### src/rtl/klx_pkg.sv
// ----------------------------------------------------------------------------
// klx_pkg
// Shared types and constants of the keyword, number and string lexer.
// ----------------------------------------------------------------------------
package klx_pkg;

  localparam int KW_NUM = 9;
  localparam int TLEN_W = 8;

  // token kinds
  localparam logic [2:0] TK_OPEN    = 3'd0;
  localparam logic [2:0] TK_CLOSE   = 3'd1;
  localparam logic [2:0] TK_NUMBER  = 3'd2;
  localparam logic [2:0] TK_KEYWORD = 3'd3;
  localparam logic [2:0] TK_SCHAR   = 3'd4;
  localparam logic [2:0] TK_SEND    = 3'd5;
  localparam logic [2:0] TK_EOL     = 3'd6;
  localparam logic [2:0] TK_ERROR   = 3'd7;

  // error codes
  localparam logic [2:0] ER_UNKNOWN   = 3'd0;
  localparam logic [2:0] ER_UNTERM_KW = 3'd1;
  localparam logic [2:0] ER_UNTERM_ST = 3'd2;
  localparam logic [2:0] ER_NUM_BIG   = 3'd3;
  localparam logic [2:0] ER_TOO_LONG  = 3'd4;
  localparam logic [2:0] ER_EOL_CMT   = 3'd5;

  // characters
  localparam logic [7:0] CH_NUL   = 8'h00;
  localparam logic [7:0] CH_LF    = 8'h0a;
  localparam logic [7:0] CH_SEMI  = 8'h3b;
  localparam logic [7:0] CH_QUOTE = 8'h22;
  localparam logic [7:0] CH_BSL   = 8'h5c;
  localparam logic [7:0] CH_OPEN  = 8'h5b;
  localparam logic [7:0] CH_CLOSE = 8'h5d;

  // keyword texts, last character in the low byte
  localparam logic [71:0] KW_TEXT [KW_NUM] = '{
    72'("chpos"), 72'("cipher"), 72'("date"), 72'("method"), 72'("range"),
    72'("regex"), 72'("seekpoint"), 72'("verbose"), 72'("wordlist")
  };
  localparam logic [3:0] KW_LEN [KW_NUM] = '{
    4'd5, 4'd6, 4'd4, 4'd6, 4'd5, 4'd5, 4'd9, 4'd7, 4'd8
  };

  typedef struct packed {
    logic [2:0]  kind;
    logic [3:0]  kw_idx;
    logic [10:0] num;
    logic [7:0]  ch;
    logic [2:0]  err;
  } tok_t;

  typedef struct packed {
    tok_t t0;
    tok_t t1;
    logic two;
  } ent_t;

  function automatic tok_t make_tok(logic [2:0] kind, logic [2:0] err);
    tok_t t;
    t = '0;
    t.kind = kind;
    t.err = err;
    return t;
  endfunction

  // keep the candidates whose character at pos equals c
  function automatic logic [KW_NUM-1:0] kw_narrow(logic [KW_NUM-1:0] mask,
                                                  logic [TLEN_W-1:0] pos,
                                                  logic [7:0] c);
    logic [KW_NUM-1:0] res;
    logic [3:0] bi;
    res = '0;
    for (int k = 0; k < KW_NUM; k++) begin
      bi = KW_LEN[k] - 4'd1 - pos[3:0];
      if (mask[k] && pos < TLEN_W'(KW_LEN[k]) && KW_TEXT[k][bi*8 +: 8] == c)
        res[k] = 1'b1;
    end
    return res;
  endfunction

endpackage

### src/rtl/klx_front.sv
// ----------------------------------------------------------------------------
// klx_front
// Lexer state machine: classifies each character and forms up to two tokens.
// ----------------------------------------------------------------------------
module klx_front #(
  parameter int MAX_TEXT     = 128,
  parameter int NUMBER_LIMIT = 1024
) (
  input  logic          clk,
  input  logic          rst_n,
  input  logic          acc,
  input  logic [7:0]    c,
  output logic          push,
  output klx_pkg::ent_t ent
);
  import klx_pkg::*;

  localparam int ACC_MAX = (NUMBER_LIMIT > 9) ? NUMBER_LIMIT : 9;
  localparam int NUM_W   = $clog2(ACC_MAX + 1);
  localparam int VW      = NUM_W + 4;

  localparam logic [2:0] M_START   = 3'd0;
  localparam logic [2:0] M_COMMENT = 3'd1;
  localparam logic [2:0] M_KEYWORD = 3'd2;
  localparam logic [2:0] M_NUMBER  = 3'd3;
  localparam logic [2:0] M_STRING  = 3'd4;
  localparam logic [2:0] M_DISCARD = 3'd5;

  logic [2:0]        mode_r, mode_nxt;
  logic [KW_NUM-1:0] cand_r, cand_nxt;
  logic [TLEN_W-1:0] tlen_r, tlen_nxt;
  logic [NUM_W-1:0]  acc_r, acc_nxt;
  logic              ovf_r, ovf_nxt;
  logic              bsl_r, bsl_nxt;

  logic is_space, is_digit, is_alnum, is_nul, is_eolc;
  logic st_emit;
  tok_t st_tok;
  logic [VW-1:0] v;
  logic kw_hit;
  logic [3:0] kw_k;
  tok_t e0, e1;
  logic e0_v, e1_v;

  assign is_nul   = (c == CH_NUL);
  assign is_eolc  = is_nul || (c == CH_LF);
  assign is_space = (c == 8'h20) || (c >= 8'h09 && c <= 8'h0d);
  assign is_digit = (c >= 8'h30 && c <= 8'h39);
  assign is_alnum = is_digit || (c >= 8'h61 && c <= 8'h7a) || (c >= 8'h41 && c <= 8'h5a);

  assign v = (VW'(acc_r) << 3) + (VW'(acc_r) << 1) + VW'(c[3:0]);

  // first candidate whose length equals the stored text length
  always_comb begin
    kw_hit = 1'b0;
    kw_k = '0;
    for (int k = KW_NUM - 1; k >= 0; k--) begin
      if (cand_r[k] && TLEN_W'(KW_LEN[k]) == tlen_r) begin
        kw_hit = 1'b1;
        kw_k = 4'(k);
      end
    end
  end

  always_comb begin
    mode_nxt = mode_r;
    cand_nxt = cand_r;
    tlen_nxt = tlen_r;
    acc_nxt  = acc_r;
    ovf_nxt  = ovf_r;
    bsl_nxt  = bsl_r;
    e0 = '0;
    e1 = '0;
    e0_v = 1'b0;
    e1_v = 1'b0;
    st_emit = 1'b0;
    st_tok = '0;

    case (mode_r)
      M_START: begin
        if (is_nul) begin
          e0_v = 1'b1;
          e0 = make_tok(TK_EOL, 3'd0);
        end else if (c == CH_SEMI && !is_space) begin
          mode_nxt = M_COMMENT;
        end else if (!is_space) begin
          mode_nxt = M_START;
        end
      end
      default: ;
    endcase

    // token start, shared by start mode and re-examined terminators
    if (is_nul) begin
      st_emit = 1'b1;
      st_tok = make_tok(TK_EOL, 3'd0);
    end else if (c == CH_OPEN) begin
      st_emit = 1'b1;
      st_tok = make_tok(TK_OPEN, 3'd0);
    end else if (c == CH_CLOSE) begin
      st_emit = 1'b1;
      st_tok = make_tok(TK_CLOSE, 3'd0);
    end else if (!is_space && c != CH_SEMI && !is_alnum && c != CH_QUOTE) begin
      st_emit = 1'b1;
      st_tok = make_tok(TK_ERROR, ER_UNKNOWN);
    end

    case (mode_r)
      M_START, M_KEYWORD, M_NUMBER: begin
        // decide whether a token start happens this beat
        if (mode_r == M_START ||
            (mode_r == M_KEYWORD && !is_alnum && !is_eolc && kw_hit) ||
            (mode_r == M_NUMBER && !is_digit && !ovf_r)) begin
          if (mode_r == M_KEYWORD) begin
            e0_v = 1'b1;
            e0 = make_tok(TK_KEYWORD, 3'd0);
            e0.kw_idx = kw_k;
          end else if (mode_r == M_NUMBER) begin
            e0_v = 1'b1;
            e0 = make_tok(TK_NUMBER, 3'd0);
            e0.num = 11'(acc_r);
          end
          mode_nxt = M_START;
          if (mode_r == M_START) begin
            e0_v = st_emit;
            e0 = st_tok;
          end else begin
            e1_v = st_emit;
            e1 = st_tok;
          end
          if (is_nul || is_space || c == CH_OPEN || c == CH_CLOSE) begin
            mode_nxt = M_START;
          end else if (c == CH_SEMI) begin
            mode_nxt = M_COMMENT;
          end else if (is_digit) begin
            mode_nxt = M_NUMBER;
            acc_nxt = NUM_W'(c[3:0]);
            ovf_nxt = 1'b0;
          end else if (c == CH_QUOTE) begin
            mode_nxt = M_STRING;
            tlen_nxt = '0;
            bsl_nxt = 1'b0;
          end else if (is_alnum) begin
            mode_nxt = M_KEYWORD;
            cand_nxt = kw_narrow('1, '0, c);
            tlen_nxt = TLEN_W'(1);
          end else begin
            mode_nxt = M_DISCARD;
          end
        end else if (mode_r == M_KEYWORD) begin
          if (is_alnum) begin
            if (tlen_r >= TLEN_W'(MAX_TEXT)) begin
              e0_v = 1'b1;
              e0 = make_tok(TK_ERROR, ER_TOO_LONG);
              mode_nxt = M_DISCARD;
            end else begin
              cand_nxt = kw_narrow(cand_r, tlen_r, c);
              tlen_nxt = tlen_r + TLEN_W'(1);
            end
          end else begin
            e0_v = 1'b1;
            e0 = make_tok(TK_ERROR, is_eolc ? ER_UNTERM_KW : ER_UNKNOWN);
            e1_v = is_nul;
            e1 = make_tok(TK_EOL, 3'd0);
            mode_nxt = is_nul ? M_START : M_DISCARD;
          end
        end else begin
          // number mode
          if (is_digit) begin
            if (ovf_r || v > VW'(NUMBER_LIMIT)) begin
              ovf_nxt = 1'b1;
              acc_nxt = NUM_W'(NUMBER_LIMIT);
            end else begin
              acc_nxt = v[NUM_W-1:0];
            end
          end else begin
            e0_v = 1'b1;
            e0 = make_tok(TK_ERROR, ER_NUM_BIG);
            e1_v = is_nul;
            e1 = make_tok(TK_EOL, 3'd0);
            mode_nxt = is_nul ? M_START : M_DISCARD;
          end
        end
      end
      M_COMMENT: begin
        if (c == CH_LF) begin
          mode_nxt = M_START;
        end else if (is_nul) begin
          e0_v = 1'b1;
          e0 = make_tok(TK_ERROR, ER_EOL_CMT);
          e1_v = 1'b1;
          e1 = make_tok(TK_EOL, 3'd0);
          mode_nxt = M_START;
        end
      end
      M_STRING: begin
        if (is_eolc) begin
          e0_v = 1'b1;
          e0 = make_tok(TK_ERROR, ER_UNTERM_ST);
          e1_v = is_nul;
          e1 = make_tok(TK_EOL, 3'd0);
          mode_nxt = is_nul ? M_START : M_DISCARD;
        end else if (c == CH_QUOTE && !bsl_r) begin
          e0_v = 1'b1;
          e0 = make_tok(TK_SEND, 3'd0);
          mode_nxt = M_START;
        end else if (tlen_r >= TLEN_W'(MAX_TEXT)) begin
          e0_v = 1'b1;
          e0 = make_tok(TK_ERROR, ER_TOO_LONG);
          mode_nxt = M_DISCARD;
        end else begin
          // backslash toggles, anything else clears the escape flag
          bsl_nxt = (c == CH_BSL) ? !bsl_r : 1'b0;
          tlen_nxt = tlen_r + TLEN_W'(1);
          e0_v = 1'b1;
          e0 = make_tok(TK_SCHAR, 3'd0);
          e0.ch = c;
        end
      end
      default: begin
        if (is_nul) begin
          e0_v = 1'b1;
          e0 = make_tok(TK_EOL, 3'd0);
          mode_nxt = M_START;
        end
      end
    endcase
  end

  assign push    = acc && e0_v;
  assign ent.t0  = e0;
  assign ent.t1  = e1;
  assign ent.two = e1_v;

  always_ff @(posedge clk) begin
    if (!rst_n) begin
      mode_r <= M_START;
      cand_r <= '1;
      tlen_r <= '0;
      acc_r  <= '0;
      ovf_r  <= 1'b0;
      bsl_r  <= 1'b0;
    end else if (acc) begin
      mode_r <= mode_nxt;
      cand_r <= cand_nxt;
      tlen_r <= tlen_nxt;
      acc_r  <= acc_nxt;
      ovf_r  <= ovf_nxt;
      bsl_r  <= bsl_nxt;
    end
  end

endmodule

### src/rtl/klx_queue.sv
// ----------------------------------------------------------------------------
// klx_queue
// Two-entry queue of token groups between the lexer and the output stage.
// ----------------------------------------------------------------------------
module klx_queue (
  input  logic          clk,
  input  logic          rst_n,
  input  logic          push,
  input  klx_pkg::ent_t wdata,
  output logic          full,
  input  logic          pop,
  output logic          nempty,
  output klx_pkg::ent_t rdata
);
  import klx_pkg::*;

  ent_t mem_r [2];
  logic wp_r, wp_nxt;
  logic rp_r, rp_nxt;
  logic [1:0] cnt_r, cnt_nxt;

  assign full   = (cnt_r == 2'd2);
  assign nempty = (cnt_r != 2'd0);
  assign rdata  = mem_r[rp_r];

  always_comb begin
    wp_nxt  = wp_r ^ push;
    rp_nxt  = rp_r ^ pop;
    cnt_nxt = cnt_r + {1'b0, push} - {1'b0, pop};
  end

  always_ff @(posedge clk) begin
    if (push) begin
      mem_r[wp_r] <= wdata;
    end
  end

  always_ff @(posedge clk) begin
    if (!rst_n) begin
      wp_r  <= 1'b0;
      rp_r  <= 1'b0;
      cnt_r <= 2'd0;
    end else begin
      wp_r  <= wp_nxt;
      rp_r  <= rp_nxt;
      cnt_r <= cnt_nxt;
    end
  end

endmodule

### src/rtl/klx_back.sv
// ----------------------------------------------------------------------------
// klx_back
// Output stage: sends the one or two tokens of each group, one per beat.
// ----------------------------------------------------------------------------
module klx_back (
  input  logic          clk,
  input  logic          rst_n,
  input  logic          q_nempty,
  input  klx_pkg::ent_t q_data,
  output logic          q_pop,
  output logic          out_valid,
  input  logic          out_ready,
  output klx_pkg::tok_t tok,
  output logic          tok_last
);
  import klx_pkg::*;

  ent_t cur_r;
  logic vld_r, vld_nxt;
  logic sel_r, sel_nxt;
  logic done;

  // current beat finishes its group
  assign done  = vld_r && out_ready && (!cur_r.two || sel_r);
  assign q_pop = q_nempty && (!vld_r || done);

  always_comb begin
    vld_nxt = vld_r;
    sel_nxt = sel_r;
    if (q_pop) begin
      vld_nxt = 1'b1;
      sel_nxt = 1'b0;
    end else if (done) begin
      vld_nxt = 1'b0;
      sel_nxt = 1'b0;
    end else if (vld_r && out_ready) begin
      sel_nxt = 1'b1;
    end
  end

  assign out_valid = vld_r;
  assign tok       = sel_r ? cur_r.t1 : cur_r.t0;
  assign tok_last  = !cur_r.two || sel_r;

  always_ff @(posedge clk) begin
    if (q_pop) begin
      cur_r <= q_data;
    end
  end

  always_ff @(posedge clk) begin
    if (!rst_n) begin
      vld_r <= 1'b0;
      sel_r <= 1'b0;
    end else begin
      vld_r <= vld_nxt;
      sel_r <= sel_nxt;
    end
  end

endmodule

### src/rtl/keyword_number_string_lexer_unit.sv
// ----------------------------------------------------------------------------
// keyword_number_string_lexer_unit
// Lexer for a line-oriented configuration text, one character per beat.
// ----------------------------------------------------------------------------
// Input channel in_valid/in_ready carries one character byte per beat; a NUL
// byte ends a line. Output channel out_valid/out_ready carries one token per
// beat: bracket, number, keyword index, string character, string end, end of
// line or error code; out_last marks the final token caused by one character.
// A character yields zero, one or two tokens. The lexer state updates in the
// accept cycle, the token group is queued, and the first token appears on
// the output once the output stage has loaded the group from the queue.
// A character is accepted every cycle while the two-entry group queue has
// room; sustained rate is one character per cycle, bounded only by the output
// channel, which moves one token per cycle (a group sends its tokens in turn).
// When the receiver stalls, the output token holds, the queue fills and
// in_ready drops; the lexer keeps its state until more room appears.
// Synchronous reset puts the lexer in start mode with all keyword candidates
// live and empties the queue and output stage.
// ----------------------------------------------------------------------------
module keyword_number_string_lexer_unit #(
  parameter int MAX_TEXT     = 128,
  parameter int NUMBER_LIMIT = 1024
) (
  input  logic        clk,
  input  logic        rst_n,
  input  logic        in_valid,
  output logic        in_ready,
  input  logic [7:0]  in_char_in,
  output logic        out_valid,
  input  logic        out_ready,
  output logic [2:0]  out_token_kind,
  output logic [3:0]  out_keyword_index,
  output logic [10:0] out_number_value,
  output logic [7:0]  out_text_char,
  output logic [2:0]  out_error_code,
  output logic        out_last
);
  import klx_pkg::*;

  logic acc;
  logic push;
  ent_t wdata;
  ent_t rdata;
  logic full;
  logic nempty;
  logic pop;
  tok_t tok;

  assign in_ready = !full;
  assign acc      = in_valid && in_ready;

  klx_front #(
    .MAX_TEXT     (MAX_TEXT),
    .NUMBER_LIMIT (NUMBER_LIMIT)
  ) u_front (
    .clk   (clk),
    .rst_n (rst_n),
    .acc   (acc),
    .c     (in_char_in),
    .push  (push),
    .ent   (wdata)
  );

  klx_queue u_queue (
    .clk    (clk),
    .rst_n  (rst_n),
    .push   (push),
    .wdata  (wdata),
    .full   (full),
    .pop    (pop),
    .nempty (nempty),
    .rdata  (rdata)
  );

  klx_back u_back (
    .clk       (clk),
    .rst_n     (rst_n),
    .q_nempty  (nempty),
    .q_data    (rdata),
    .q_pop     (pop),
    .out_valid (out_valid),
    .out_ready (out_ready),
    .tok       (tok),
    .tok_last  (out_last)
  );

  assign out_token_kind    = tok.kind;
  assign out_keyword_index = tok.kw_idx;
  assign out_number_value  = tok.num;
  assign out_text_char     = tok.ch;
  assign out_error_code    = tok.err;

endmodule
### config.mk
export PLATFORM = sky130hd
export DESIGN_NAME = keyword_number_string_lexer_unit
export DESIGN_NICKNAME = d
export VERILOG_FILES = /design/src/rtl/klx_pkg.sv /design/src/rtl/klx_front.sv /design/src/rtl/klx_queue.sv /design/src/rtl/klx_back.sv /design/src/rtl/keyword_number_string_lexer_unit.sv
export SDC_FILE = /design/constraint.sdc
export NUM_CORES = 1
export LEC_CHECK = 0
export BUFFER_PORTS_ARGS = -buffer_cell sky130_fd_sc_hd__buf_2
export CAP_MARGIN = 20
export CORE_UTILIZATION = 45
export CTS_CLUSTER_DIAMETER = 60
export DETAILED_ROUTE_END_ITERATION = 6
export SLEW_MARGIN = 5
export SYNTH_ARGS = -nofsm -noshare
export SYNTH_HDL_FRONTEND = slang
export SYNTH_SLANG_ARGS = --single-unit
### constraint.sdc
create_clock -name clk -period 9.5 [get_ports clk]
set_clock_uncertainty 0.15 [all_clocks]
set_input_delay 1.425 -clock clk [delete_from_list [all_inputs] [get_ports clk]]
set_output_delay 1.425 -clock clk [all_outputs]
set_load 0.01 [all_outputs]
==> impl_metrics.toml <==
[synthesis]
ys_seq_area_frac = 0.4171
synth_top_area_cell = "edfxtp_1"
ys_types = 77
synth_area_mm2 = 0.008783
syn_area_per_cell_um2 = 9.599
ys.flop_type = "edfxtp_1"
synth.top_cell.area_share = 0.3282
synthArstFlopShare = 0
ys_warn_count = 0
synthCells = 915
netlist_top_cells_area = "edfxtp_1 33%, dfxtp_1 8.9%, ha_1 6.6%"
ys_ff_latch = 135
synth-edff-count = 96
synth_nets = 975

[power_and_ir_drop]
p_sw_uw = 799.1
combPwrFrac = 0.336
switching_share = 0.3519
clkPwrFrac = 0.269
ir_worst_vdd_uv = 100.0
internal_power_mw = 1.472
cellLeakagePower_nw = 3.686
sequentialPowerShare = 0.395
p_per_area_mw_per_mm2 = 234.3

[die]
start_util = 0.4649
die_w_um = 141.7
design.die.area_mm2 = 0.02008
core.rowCount = 50
die_height_um = 141.7
io_pins = 44
core_area_mm2 = 0.01889

[global_routing]
grt_pass1_wl_um = 35330
antenna_found_initial = 0
grt_use_total = 0.2266
grt_max_degree = 36
grt_pass1_vias = 6591
gr-total-overflow = 0

[routing]
first_pass_iters = 6
ant_nets = 0
topRoutingLayerUsed = "met4"
vias = 6991
via_per_inst = 5.845
wl_met1_um = 10750
wl_per_cell_um = 18.27
wl_met3_um = 1175
drtIter0Drc = 569
met2_length_um = 9471
drc_errors = 0
drt_wl_total_um = 21860

[timing]
tightest_slew_ps = 990.9
rsz0062_at_grt = "no"
slew-limit-headroom = 0.3385
fin_hold_ws_ps = 351.6
final-hold-violation-count = 0
period_share = 0.5795
layout_min_cycle_time_ps = 5506
fmax_ghz = 0.1816
fin_setup_tns_ps = 0
drv_slew = 0
setup_viol = 0

[cells_and_area]
drive_gt1_frac = 0.1485
final_common_cell = "edfxtp_1"
mostFrequentLayoutCells = "96 x edfxtp_1, 68 x nor2_1, 60 x nand2_1"
n_antenna_cell = 0
fill_cells = 1770
syn_to_final_growth_pct = 10.36
layout.nets = 983

[clock_tree]
cts_sinks = 135
cts.clk_slew.worst_paths_ps = 60
cts_buffers = 17
htree_num_levels = 4
clock_latency_ps = 410
cts_hold_buf = 0
cts_resized = 0
clockRootBuffer = "clkbuf_16"
cts_setup_buffers = 0
clk_path_buf_depth = 2
cts_tree = "done"

[worst_setup_path]
path_cells = "buf_2 > o21ai_0 > a41oi_1 > o31ai_2 > or2_1 > o21ai_2 > a31oi_1 > a21o_1 > a31oi_1 > ha_1 > buf_4"
worstPathArrival_ps = 5430
critPathRequiredTime_ps = 9430
crit_path_frequent_cell = "a31oi_1"
worstSetupEndpointType = "flip-flop"
cp_num_buf_inv = 2
crit_type = "input pin to flip-flop"
cp_max_fo = 32
slowest_delay_ps = 740
slowest_stage = "o21ai_2"
critPathTopFamily = "compound AO/OA/AOI/OAI gates"
start_kind = "input pin"

[place]
gp_congestion = 0.9296
place.port_buffers = 43
hpwlAfterDp_um = 15590

[job]
maxCapViolCount = 0

[hold_path]
hold_path.class = "flip-flop to flip-flop"

[run_status]
status = "finished, final reports clean"
-- cells in the mapped netlist, drive strengths merged, types with 4 or more instances --
cell	number
a211oi	11
a21o	10
a21oi	50
a31oi	10
a32o	5
a32oi	4
and2	30
and3	10
buf	13
clkbuf	48
dfxtp	39
edfxtp	96
ha	46
inv	30
mux2	34
mux2i	12
nand2	61
nand2b	10
nand3	21
nand3b	4
nand4	18
nor2	69
nor2b	40
nor3	23
nor4	11
nor4b	6
o2111ai	5
o211ai	14
o21a	4
o21ai	48
o22ai	5
o31ai	6
o32ai	6
or2	9
or3	7
or4	7
xnor2	27
xor2	12
-- worst reg2reg max path: stages (launching register included) --
cell,delay (ps)
dfxtp_1,800
ha_1,620
o211ai_1,190
and3_1,260
a21o_1,190
a211o_1,340
o21ai_2,690
a31oi_1,210
a21o_1,230
a31oi_1,280
ha_1,580
buf_4,400
-- final timing paths --
| path | start | endpoint | slack (ps) | cells past startpoint |
|---|---|---|---|---|
| hold reg to reg | u_front.bsl_r | u_front.bsl_r | 350 | 2 |
| setup / recovery | in_char_in[2] | u_queue.mem_r[1][34] | 3990 | 11 |
| setup reg to reg | u_front.tlen_r[0] | u_queue.mem_r[1][34] | 4200 | 11 |
| hold / removal | u_front.bsl_r | u_front.bsl_r | 350 | 2 |
-- metrics by stage --
stage	util	cell area, um^2	total power [mW]	std cells	worst slack, ps
final	0.5130	9693	2.271	1196	3994
after global routing	0.5130	9693	2.398	1196	3679
after floorplan	-	8783	1.447	915	4725
after detailed placement	0.4836	9136	1.668	1164	3594
after global placement	0.4836	9136	1.661	1164	3707
after CTS	0.5130	9693	2.282	1196	4006
-- registers in the layout (all words and copies together), names as in the netlist --
register          flops
u_queue.mem_r        64
u_back.cur_r         32
u_front.acc_r        11
u_front.cand_r        9
u_front.tlen_r        8
u_front.mode_r        3
u_queue.cnt_r         2
u_back.out_valid      1
u_back.sel_r          1
u_front.bsl_r         1
u_front.ovf_r         1
u_queue.rp_r          1
u_queue.wp_r          1
-- power by group through the flow --
stage	Clock (mW)	Sequential [mW]	Combinational [mW]
after floorplan	0	0.876	0.570
after global placement	0	0.903	0.757
after detailed placement	0	0.909	0.758
after CTS	0.622	0.898	0.763
after global routing	0.647	0.913	0.838
final	0.611	0.896	0.763
-- routing by layer --
| metal | up-vias | global-route usage |
|---|---|---|
| met1 | 3299 | 0.3296 |
| li1 | 3421 | - |
| met2 | 233 | 0.3365 |
| met4 | 0 | 0.08376 |
| met5 | - | 0 |
| met3 | 38 | 0.03847 |
-- area by class of cell --
class                      instances  area (um^2)  area share
sequential                       135         3664      0.3780
clock inverter                    15        131.4     0.01355
clock buffer                      17        425.4     0.04389
timing repair buffer              50        267.8     0.02762
inverter                          30        112.6     0.01162
multi-input combinational        689         4767      0.4918
tap                              260        325.3     0.03356
-- cells by family (layout without fill, tap and decap cells) --
family	count (synthesis)	count (layout)	synth area share
compound gates	212	212	0.1625
fa+ha+maj	48	48	0.07009
flops	135	135	0.4171
buf+inv	91	112	0.04103
mux	46	46	0.05727
xor+xnor	39	39	0.03889
simple gates	344	344	0.2131
Note: power is estimated with default switching activity, not from simulation.
